--- src/rtl/core/ipv4hg_pkg.sv ---
// Shared constants and types for the IPv4 header generator.
package ipv4hg_pkg;

   localparam int HDR_BYTES = 20;
   localparam int IDX_W = 5;
   localparam logic [IDX_W-1:0] BYTE_FIRST = '0;
   localparam logic [IDX_W-1:0] BYTE_LAST = IDX_W'(HDR_BYTES - 1);

   localparam logic [7:0] VER_IHL = 8'h45;
   localparam logic [7:0] TTL_VAL = 8'h40;
   localparam int SUM_W = 20;

   localparam int CSR_IDX_W = 2;
   localparam int CSR_DATA_W = 32;
   localparam logic [CSR_IDX_W-1:0] CSR_LOCAL_IP = 2'd0;
   localparam logic [CSR_IDX_W-1:0] CSR_GATEWAY_IP = 2'd1;
   localparam logic [CSR_IDX_W-1:0] CSR_MAX_PAYLOAD = 2'd2;

   localparam logic [31:0] LOCAL_IP_RST = 32'h0A00_020F;
   localparam logic [31:0] GATEWAY_IP_RST = 32'h0A00_0202;
   localparam logic [15:0] MAX_PAYLOAD_RST = 16'd1500;

   typedef struct packed {
      logic [31:0] local_ip;
      logic [31:0] gateway_ip;
      logic [15:0] max_payload;
   } cfg_type;

   typedef struct packed {
      logic             rejected;
      logic [15:0]      total_len;
      logic [15:0]      ident;
      logic [7:0]       protocol;
      logic [31:0]      src_ip;
      logic [31:0]      dst_ip;
      logic [31:0]      hop_ip;
      logic [SUM_W-1:0] csum_sum;
   } hdr_type;

endpackage

--- src/rtl/core/ipv4hg_if.sv ---
// Request and response channel interfaces of the IPv4 header generator.
interface ipv4hg_req_if;
   logic        valid;
   logic        ready;
   logic [31:0] dst_ip;
   logic [7:0]  protocol;
   logic [15:0] data_len;

   modport source (output valid, output dst_ip, output protocol, output data_len,
                   input ready);
   modport sink (input valid, input dst_ip, input protocol, input data_len,
                 output ready);
endinterface

interface ipv4hg_rsp_if;
   logic        valid;
   logic        ready;
   logic [7:0]  hdr_byte;
   logic [4:0]  byte_index;
   logic        last;
   logic        rejected;
   logic [31:0] hop_ip;

   modport source (output valid, output hdr_byte, output byte_index, output last,
                   output rejected, output hop_ip, input ready);
   modport sink (input valid, input hdr_byte, input byte_index, input last,
                 input rejected, input hop_ip, output ready);
endinterface

--- src/rtl/core/ipv4hg_csr.sv ---
// Configuration registers of the IPv4 header generator.
module ipv4hg_csr
   import ipv4hg_pkg::*;
(
   input  logic                  clock,
   input  logic                  reset,
   input  logic                  csr_write_en,
   input  logic [CSR_IDX_W-1:0]  csr_index,
   input  logic [CSR_DATA_W-1:0] csr_wdata,
   output cfg_type               cfg
);

   cfg_type cfg_ff, cfg_in;

   always_comb begin
      cfg_in = cfg_ff;
      if (csr_write_en) begin
         case (csr_index)
            CSR_LOCAL_IP:    cfg_in.local_ip = csr_wdata[31:0];
            CSR_GATEWAY_IP:  cfg_in.gateway_ip = csr_wdata[31:0];
            CSR_MAX_PAYLOAD: cfg_in.max_payload = csr_wdata[15:0];
            default:         cfg_in = cfg_ff;
         endcase
      end
   end

   always_ff @(posedge clock) begin
      if (reset) begin
         cfg_ff.local_ip <= LOCAL_IP_RST;
         cfg_ff.gateway_ip <= GATEWAY_IP_RST;
         cfg_ff.max_payload <= MAX_PAYLOAD_RST;
      end else begin
         cfg_ff <= cfg_in;
      end
   end

   assign cfg = cfg_ff;

endmodule

--- src/rtl/core/ipv4hg_build.sv ---
// Request register, identification counter and header field assembly.
module ipv4hg_build
   import ipv4hg_pkg::*;
(
   input  logic        clock,
   input  logic        reset,
   ipv4hg_req_if.sink  req_ch,
   input  cfg_type     cfg,
   input  logic        take,
   output logic        hdr_valid,
   output hdr_type     hdr
);

   logic        in_valid_ff, in_valid_in;
   logic [31:0] dst_ff;
   logic [7:0]  proto_ff;
   logic [15:0] plen_ff;
   logic [15:0] ident_ff, ident_in;
   logic        accept;
   logic        rejected;
   logic [15:0] total_len;

   assign req_ch.ready = !in_valid_ff || take;
   assign accept = req_ch.valid && req_ch.ready;

   assign rejected = plen_ff > cfg.max_payload;
   assign total_len = plen_ff + 16'(HDR_BYTES);

   always_comb begin
      in_valid_in = in_valid_ff;
      if (take) in_valid_in = 1'b0;
      if (accept) in_valid_in = 1'b1;
      ident_in = (take && !rejected) ? ident_ff + 16'd1 : ident_ff;
   end

   always_ff @(posedge clock) begin
      if (reset) begin
         in_valid_ff <= 1'b0;
         ident_ff <= '0;
      end else begin
         in_valid_ff <= in_valid_in;
         ident_ff <= ident_in;
      end
   end

   always_ff @(posedge clock) begin
      if (accept) begin
         dst_ff <= req_ch.dst_ip;
         proto_ff <= req_ch.protocol;
         plen_ff <= req_ch.data_len;
      end
   end

   always_comb begin
      hdr.rejected = rejected;
      hdr.total_len = total_len;
      hdr.ident = ident_ff;
      hdr.protocol = proto_ff;
      hdr.src_ip = cfg.local_ip;
      hdr.dst_ip = dst_ff;
      hdr.hop_ip = (dst_ff == cfg.local_ip) ? dst_ff : cfg.gateway_ip;
      hdr.csum_sum = {4'b0, VER_IHL, 8'h00} + {4'b0, total_len} + {4'b0, ident_ff}
                   + {4'b0, TTL_VAL, proto_ff}
                   + {4'b0, cfg.local_ip[31:16]} + {4'b0, cfg.local_ip[15:0]}
                   + {4'b0, dst_ff[31:16]} + {4'b0, dst_ff[15:0]};
   end

   assign hdr_valid = in_valid_ff;

endmodule

--- src/rtl/core/ipv4hg_emit.sv ---
// Header holding register and byte serializer with output register.
module ipv4hg_emit
   import ipv4hg_pkg::*;
(
   input  logic        clock,
   input  logic        reset,
   input  logic        hdr_valid,
   input  hdr_type     hdr,
   output logic        take,
   ipv4hg_rsp_if.source rsp_ch
);

   hdr_type          hdr_ff;
   logic             active_ff, active_in;
   logic [IDX_W-1:0] idx_ff, idx_in;
   logic             out_valid_ff, out_valid_in;
   logic [7:0]       out_byte_ff;
   logic [IDX_W-1:0] out_idx_ff;
   logic             out_last_ff;
   logic             out_rej_ff;
   logic [31:0]      out_hop_ff;
   logic             out_free;
   logic             finishing;
   logic             emit;
   logic [16:0]      fold1;
   logic [15:0]      fold2;
   logic [15:0]      csum;
   logic [7:0]       byte_sel;

   assign out_free = !out_valid_ff || rsp_ch.ready;
   assign finishing = hdr_ff.rejected || (idx_ff == BYTE_LAST);
   assign take = hdr_valid && (!active_ff || (out_free && finishing));
   assign emit = active_ff && out_free;

   assign fold1 = {1'b0, hdr_ff.csum_sum[15:0]} + {13'b0, hdr_ff.csum_sum[SUM_W-1:16]};
   assign fold2 = fold1[15:0] + {15'b0, fold1[16]};
   assign csum = ~fold2;

   always_comb begin
      case (idx_ff)
         5'd0:    byte_sel = VER_IHL;
         5'd2:    byte_sel = hdr_ff.total_len[15:8];
         5'd3:    byte_sel = hdr_ff.total_len[7:0];
         5'd4:    byte_sel = hdr_ff.ident[15:8];
         5'd5:    byte_sel = hdr_ff.ident[7:0];
         5'd8:    byte_sel = TTL_VAL;
         5'd9:    byte_sel = hdr_ff.protocol;
         5'd10:   byte_sel = csum[15:8];
         5'd11:   byte_sel = csum[7:0];
         5'd12:   byte_sel = hdr_ff.src_ip[31:24];
         5'd13:   byte_sel = hdr_ff.src_ip[23:16];
         5'd14:   byte_sel = hdr_ff.src_ip[15:8];
         5'd15:   byte_sel = hdr_ff.src_ip[7:0];
         5'd16:   byte_sel = hdr_ff.dst_ip[31:24];
         5'd17:   byte_sel = hdr_ff.dst_ip[23:16];
         5'd18:   byte_sel = hdr_ff.dst_ip[15:8];
         5'd19:   byte_sel = hdr_ff.dst_ip[7:0];
         default: byte_sel = 8'h00;
      endcase
   end

   always_comb begin
      active_in = active_ff;
      idx_in = idx_ff;
      if (emit) begin
         idx_in = idx_ff + IDX_W'(1);
         if (finishing) active_in = 1'b0;
      end
      if (take) begin
         active_in = 1'b1;
         idx_in = BYTE_FIRST;
      end
      out_valid_in = emit || (out_valid_ff && !rsp_ch.ready);
   end

   always_ff @(posedge clock) begin
      if (reset) begin
         active_ff <= 1'b0;
         idx_ff <= BYTE_FIRST;
         out_valid_ff <= 1'b0;
      end else begin
         active_ff <= active_in;
         idx_ff <= idx_in;
         out_valid_ff <= out_valid_in;
      end
   end

   always_ff @(posedge clock) begin
      if (take) hdr_ff <= hdr;
      if (emit) begin
         out_byte_ff <= hdr_ff.rejected ? 8'h00 : byte_sel;
         out_idx_ff <= hdr_ff.rejected ? BYTE_FIRST : idx_ff;
         out_last_ff <= finishing;
         out_rej_ff <= hdr_ff.rejected;
         out_hop_ff <= (!hdr_ff.rejected && idx_ff == BYTE_FIRST) ? hdr_ff.hop_ip : 32'h0;
      end
   end

   assign rsp_ch.valid = out_valid_ff;
   assign rsp_ch.hdr_byte = out_byte_ff;
   assign rsp_ch.byte_index = out_idx_ff;
   assign rsp_ch.last = out_last_ff;
   assign rsp_ch.rejected = out_rej_ff;
   assign rsp_ch.hop_ip = out_hop_ff;

`ifndef SYNTHESIS
   a_rej_single: assert property (@(posedge clock) disable iff (reset)
      rsp_ch.valid && rsp_ch.rejected |-> rsp_ch.last && rsp_ch.byte_index == BYTE_FIRST)
      else $error("rejected word is not a single last word at index zero");
   a_last_at_end: assert property (@(posedge clock) disable iff (reset)
      rsp_ch.valid && rsp_ch.last && !rsp_ch.rejected |-> rsp_ch.byte_index == BYTE_LAST)
      else $error("last header word not at final index");
   a_hop_first: assert property (@(posedge clock) disable iff (reset)
      rsp_ch.valid && rsp_ch.byte_index != BYTE_FIRST |-> rsp_ch.hop_ip == 32'h0)
      else $error("next hop on a word other than the first");
   a_no_gap: assert property (@(posedge clock) disable iff (reset)
      rsp_ch.valid && rsp_ch.ready && !rsp_ch.last |=> rsp_ch.valid)
      else $error("gap inside a header");
`endif

endmodule

--- src/rtl/core/ipv4hg_core.sv ---
// Top level of the IPv4 header generator.
// Each accepted request yields the 20-byte IPv4 header, one word per cycle while rsp_ch
// is ready, and a new request is taken as the last byte of the previous one enters the
// output register; a request whose payload length exceeds max_payload yields one
// rejected word. With the serializer idle, the first word passes from the request
// register, which loads at the accepting edge, through the header register and then the
// output register. One more request can wait in the request register while a header
// is being sent. The identification field counts accepted, non-rejected requests.
// Configuration writes take effect on the next cycle and must be made by the user only
// while the block is idle; the block itself does not enforce this.
module ipv4_header_generator_core
   import ipv4hg_pkg::*;
(
   input  logic                  clock,
   input  logic                  reset,
   input  logic                  csr_write_en,
   input  logic [CSR_IDX_W-1:0]  csr_index,
   input  logic [CSR_DATA_W-1:0] csr_wdata,
   ipv4hg_req_if.sink            req_ch,
   ipv4hg_rsp_if.source          rsp_ch
);

   cfg_type cfg;
   hdr_type hdr;
   logic    hdr_valid;
   logic    take;

   ipv4hg_csr u_csr (
      .clock        (clock),
      .reset        (reset),
      .csr_write_en (csr_write_en),
      .csr_index    (csr_index),
      .csr_wdata    (csr_wdata),
      .cfg          (cfg)
   );

   ipv4hg_build u_build (
      .clock     (clock),
      .reset     (reset),
      .req_ch    (req_ch),
      .cfg       (cfg),
      .take      (take),
      .hdr_valid (hdr_valid),
      .hdr       (hdr)
   );

   ipv4hg_emit u_emit (
      .clock     (clock),
      .reset     (reset),
      .hdr_valid (hdr_valid),
      .hdr       (hdr),
      .take      (take),
      .rsp_ch    (rsp_ch)
   );

endmodule
--- src/flat_wrapper.sv ---
// flat-port wrapper written by rule: the top's interface ports become plain ports
module ipv4_header_generator_core_flat import ipv4hg_pkg::*;
  (clock, reset, csr_write_en, csr_index, csr_wdata, req_ch_valid, req_ch_dst_ip, req_ch_protocol, req_ch_data_len, req_ch_ready, rsp_ch_valid, rsp_ch_hdr_byte, rsp_ch_byte_index, rsp_ch_last, rsp_ch_rejected, rsp_ch_hop_ip, rsp_ch_ready);
  ipv4hg_req_if req_ch_i ();
  ipv4hg_rsp_if rsp_ch_i ();
  input  logic clock;
  input  logic reset;
  input  logic csr_write_en;
  input  logic [CSR_IDX_W-1:0] csr_index;
  input  logic [CSR_DATA_W-1:0] csr_wdata;
  input wire logic [$bits(req_ch_i.valid)-1:0] req_ch_valid;
  input wire logic [$bits(req_ch_i.dst_ip)-1:0] req_ch_dst_ip;
  input wire logic [$bits(req_ch_i.protocol)-1:0] req_ch_protocol;
  input wire logic [$bits(req_ch_i.data_len)-1:0] req_ch_data_len;
  output wire logic [$bits(req_ch_i.ready)-1:0] req_ch_ready;
  output wire logic [$bits(rsp_ch_i.valid)-1:0] rsp_ch_valid;
  output wire logic [$bits(rsp_ch_i.hdr_byte)-1:0] rsp_ch_hdr_byte;
  output wire logic [$bits(rsp_ch_i.byte_index)-1:0] rsp_ch_byte_index;
  output wire logic [$bits(rsp_ch_i.last)-1:0] rsp_ch_last;
  output wire logic [$bits(rsp_ch_i.rejected)-1:0] rsp_ch_rejected;
  output wire logic [$bits(rsp_ch_i.hop_ip)-1:0] rsp_ch_hop_ip;
  input wire logic [$bits(rsp_ch_i.ready)-1:0] rsp_ch_ready;
  assign req_ch_i.valid = req_ch_valid;
  assign req_ch_i.dst_ip = req_ch_dst_ip;
  assign req_ch_i.protocol = req_ch_protocol;
  assign req_ch_i.data_len = req_ch_data_len;
  assign req_ch_ready = req_ch_i.ready;
  assign rsp_ch_valid = rsp_ch_i.valid;
  assign rsp_ch_hdr_byte = rsp_ch_i.hdr_byte;
  assign rsp_ch_byte_index = rsp_ch_i.byte_index;
  assign rsp_ch_last = rsp_ch_i.last;
  assign rsp_ch_rejected = rsp_ch_i.rejected;
  assign rsp_ch_hop_ip = rsp_ch_i.hop_ip;
  assign rsp_ch_i.ready = rsp_ch_ready;
  ipv4_header_generator_core u_core (.clock(clock), .reset(reset), .csr_write_en(csr_write_en), .csr_index(csr_index), .csr_wdata(csr_wdata), .req_ch(req_ch_i), .rsp_ch(rsp_ch_i));
endmodule
--- config.mk ---
export PLATFORM = sky130hd
export DESIGN_NAME = ipv4_header_generator_core_flat
export DESIGN_NICKNAME = d
export VERILOG_FILES = /design/src/rtl/core/ipv4hg_pkg.sv /design/src/rtl/core/ipv4hg_if.sv /design/src/rtl/core/ipv4hg_csr.sv /design/src/rtl/core/ipv4hg_build.sv /design/src/rtl/core/ipv4hg_emit.sv /design/src/rtl/core/ipv4hg_core.sv /design/src/flat_wrapper.sv
export SDC_FILE = /design/constraint.sdc
export NUM_CORES = 1
export LEC_CHECK = 0
export BUFFER_PORTS_ARGS = -buffer_cell sky130_fd_sc_hd__buf_2
export CORE_ASPECT_RATIO = 0.6
export CORE_MARGIN = 2
export CORE_UTILIZATION = 28
export DETAILED_ROUTE_END_ITERATION = 7
export SLEW_MARGIN = 20
export SYNTH_ARGS = -nofsm -noshare
export SYNTH_HDL_FRONTEND = slang
export SYNTH_SLANG_ARGS = --single-unit
--- constraint.sdc ---
create_clock -name clock -period 5.2 [get_ports clock]
set_input_delay 1.04 -clock clock [delete_from_list [all_inputs] [get_ports clock]]
set_output_delay 1.04 -clock clock [all_outputs]
set_load 0.02 [all_outputs]
==> flow_metrics.tcl <==
set metrics [dict create \
    outcome "completed" \
    grt_max_degree 73 \
    syn_inst 1513 \
    ant_nets 0 \
    die_area_um2 65300 \
    rows 71 \
    hpwl_um 46800 \
    ys_seq_area_share_pct 55.7 \
    initial_core_util_pct 28.3 \
    crit_path_cell_trace "ha_4, o21ai_4, xnor2_2, inv_1, fa_1, inv_1, fa_1, fa_1, inv_1, fa_1, inv_1, ha_1, a21o_1, a21oi_2, buf_4, a31oi_4, o41ai_2, buf_4, buf_6, o21bai_1, a21oi_1, xnor2_1" \
    vias 12700 \
    cp.arrival_ps 5340 \
    core_um2 62500 \
    rrSetupSlack_ps 150 \
    synth_warnings 0 \
    critPathBufInv 7 \
    slowest_delay_ps 540 \
    fin_nets 1929 \
    grt_overflow_total 0 \
    routed_wl_um 59800 \
    critical_path_required_ps 5500 \
    hp-class "reg2reg" \
    relSlewSlack_pct 25.7 \
    ctsHtreeMaxLevel 2 \
    path_clk_slew_ps 70 \
    area_delta_synth_final_pct 19.1 \
    worstHoldStart "u_core.u_csr.cfg[30]$_SDFFE_PP0P_" \
    layout-drive-gt1-share_pct 20.7 \
    r2r-end "u_core.u_emit.hdr_ff[15]$_DFFE_PP_" \
    whs_path_depth 2 \
    rr_startpoint "u_core.u_build.plen_ff[3]$_DFFE_PP_" \
    synth_edf_count 259 \
    cts_tree "yes" \
    drc 0 \
    cts_inserted_buffers 35 \
    final_common_cell "edfxtp_1" \
    ys.flop_type "edfxtp_1" \
    cp_slowest_cell "fa_1" \
    avgViaCountPerCell 4.93 \
    layout_setup_ws_ps 153 \
    critPathTopFamily "adder cells" \
    cp_max_fo 4 \
    die_y_um 199 \
    cts_buffer_depth 3 \
    clock-sinks 363 \
    drt_iter0_drc 1478 \
    worstMarginPinSlew_ps 1110 \
    leakage_nw 8.24 \
    io_buffers 143 \
    setup-tns-final_ps 0 \
    track_usage_pct 18.1 \
    grt_antenna_before_repair 1 \
    period_needed_ps 5050 \
    ys_ff_latch 363 \
    power_density_nw_per_um2 392 \
    die_x_um 329 \
    wl_per_cell_um 23.2 \
    ir_worst_vdd_mv 0.199 \
    async_flop_share_pct 0 \
    worst_setup_path_end_kind "flip-flop" \
    reg2reg_depth 22 \
    clkLatencyLatePin_ps 560 \
    setup_viol 0 \
    syn_area_per_cell_um2 11.7 \
    gp_congestion 0.973 \
    cap_viol_max_count 0 \
    grt_pass1_vias 11900 \
    syn_area_um2 17700 \
    cts_root_buf "clkbuf_16" \
    holdPathEnd "u_core.u_csr.cfg[30]$_SDFFE_PP0P_" \
    drt_pass1_iterations 5 \
    ios 144 \
    yosysUniqueCellTypes 73 \
    period_share_pct 97.0 \
    rsz0062_at_grt "true" \
    cp-start-kind "flip-flop" \
    slew_violations 0 \
    syn_nets 1736 \
    timing.fmax_mhz 198 \
    pre_cts_slack_ps -41.8 \
    grt_first_pass_wirelength_um 84500 \
    critPathKind "reg2reg" \
    hold_viol_final 0 \
    finClkSkew_ps 27.8 \
    final_cell_mix "259 x edfxtp_1, 190 x nand2_1, 168 x inv_1" \
]
-- registers in the layout (all words and copies together), names as in the netlist, 5 cells and up --
name                             flops
u_core.u_emit.rsp_ch.byte_index      5
u_core.u_emit.rsp_ch.hop_ip         32
u_core.u_csr.cfg                    80
u_core.u_build.proto_ff              8
u_core.u_emit.rsp_ch.hdr_byte        8
u_core.u_build.plen_ff              16
u_core.u_emit.hdr_ff               156
u_core.u_build.dst_ff               32
u_core.u_emit.idx_ff                 5
u_core.u_build.ident_ff             16
-- through the flow --
| step | hold slack, ps | util [%] | power (mW) | cell area [µm²] | instances |
|---|---|---|---|---|---|
| floorplan | 426 | - | 4.86 | 17700 | 1513 |
| global placement | 440 | 31.6 | 5.57 | 19800 | 2502 |
| detailed placement | 445 | 31.6 | 5.61 | 19800 | 2502 |
| CTS | 456 | 33.4 | 8.12 | 20900 | 2567 |
| global route | 472 | 33.7 | 8.68 | 21100 | 2572 |
| finish | 456 | 33.7 | 8.26 | 21100 | 2574 |
-- worst reg2reg max path, stage by stage (launching register included) --
cell and delay (ps):
edfxtp_1 470, ha_4 220, o21ai_4 160, xnor2_2 130, inv_1 80, fa_1 480
inv_1 50, fa_1 460, fa_1 540, inv_1 50, fa_1 500, inv_1 50
ha_1 200, a21o_1 190, a21oi_2 130, buf_4 150, a31oi_4 90, o41ai_2 290
buf_4 180, buf_6 90, o21bai_1 50, a21oi_1 160, xnor2_1 90
-- layer usage --
metal | wire length [µm] | vias up | GRT usage, % | part of all wire [%]
met1 | 28900 | 6378 | 28.8 | 48
met3 | 7270 | 54 | 6.47 | 12
met4 | 530 | 0 | 1.98 | 0.89
li1 | - | 5637 | - | -
met5 | 0 | - | 0 | 0
met2 | 23000 | 617 | 23.1 | 39
-- final cells by class --
type,count,area (µm²)
multi-input combinational,919,7170
sequential,363,9860
timing repair buffer,215,1260
tap,839,1050
inverter,172,649
clock inverter,16,103
fill,6257,41500
antenna,2,5.00
clock buffer,48,978
-- cell families (layout without fill, tap and decap cells) --
kind of cell / count (synthesis) / after routing / synth area share, %
compound gates: 222 / 222 / 8.19
xor+xnor: 75 / 75 / 3.71
fa+ha+maj: 128 / 128 / 12.1
buf+inv: 231 / 451 / 4.97
flops: 363 / 363 / 55.7
mux: 47 / 47 / 2.97
other cells: 0 / 2 / 0
simple gates: 447 / 447 / 12.4
-- synthesized netlist by cell type (3+ instances only) --
| master | count | area [µm²] |
|---|---|---|
| and3b_1 | 3 | 26.3 |
| nor2_1 | 67 | 251 |
| fa_1 | 71 | 1420 |
| and4_1 | 4 | 35.0 |
| edfxtp_1 | 259 | 7780 |
| ha_1 | 57 | 713 |
| nand4_1 | 15 | 93.8 |
| o211ai_1 | 3 | 22.5 |
| a222oi_1 | 9 | 90.1 |
| nor4_1 | 19 | 119 |
| a22o_1 | 4 | 35.0 |
| clkbuf_1 | 52 | 195 |
| nand3b_1 | 16 | 120 |
| xor2_1 | 43 | 377 |
| inv_1 | 172 | 646 |
| mux2_2 | 44 | 495 |
| nand2b_1 | 5 | 31.3 |
| nor2b_1 | 20 | 125 |
| o21ai_0 | 23 | 115 |
| a21o_1 | 11 | 82.6 |
| o21bai_1 | 5 | 37.5 |
| a41oi_1 | 3 | 26.3 |
| buf_1 | 4 | 15.0 |
| a21oi_1 | 97 | 485 |
| and3_1 | 19 | 119 |
| and2_1 | 37 | 231 |
| or4_1 | 4 | 30.0 |
| a211o_1 | 4 | 35.0 |
| dfxtp_1 | 104 | 2080 |
| mux2i_1 | 3 | 30.0 |
| a31oi_1 | 5 | 31.3 |
| a221oi_1 | 13 | 114 |
| a22oi_1 | 16 | 120 |
| o21a_1 | 3 | 22.5 |
| nand3_1 | 21 | 105 |
| nor3_1 | 12 | 60.1 |
| xnor2_1 | 32 | 280 |
| nand2_1 | 190 | 713 |
-- worst max path at each step --
stage,depth (start not counted),from,slack [ps],endpoint
final,22,u_core.u_build.plen_ff[3]$_DFFE_PP_,150,u_core.u_emit.hdr_ff[15]$_DFFE_PP_
after global routing,22,u_core.u_build.plen_ff[3]$_DFFE_PP_,-20,u_core.u_emit.hdr_ff[15]$_DFFE_PP_
after CTS,22,u_core.u_build.plen_ff[2]$_DFFE_PP_,50,u_core.u_emit.hdr_ff[15]$_DFFE_PP_
after detailed placement,19,u_core.u_build.plen_ff[2]$_DFFE_PP_,-40,u_core.u_emit.hdr_ff[18]$_DFFE_PP_
after global placement,22,u_core.u_build.plen_ff[2]$_DFFE_PP_,30,u_core.u_emit.hdr_ff[15]$_DFFE_PP_
after floorplan,19,u_core.u_build.plen_ff[2]$_DFFE_PP_,110,u_core.u_emit.hdr_ff[17]$_DFFE_PP_
-- repair_timing --
| action | in CTS | in global routing |
|---|---|---|
| endpoints found under the setup margin | 3 | 6 |
| gates resized for setup | 3 | 29 |
| setup buffers | 1 | 5 |
| pin swaps | 1 | 25 |
| hold buffers | 0 | 0 |
-- report_power, final --
group,internal (mW),switching [mW]
sequential,3.37,0.219
clock,1.34,1.16
combinational,0.947,1.22
total,5.66,2.60
No activity file was read; power rests on OpenSTA's default activity.
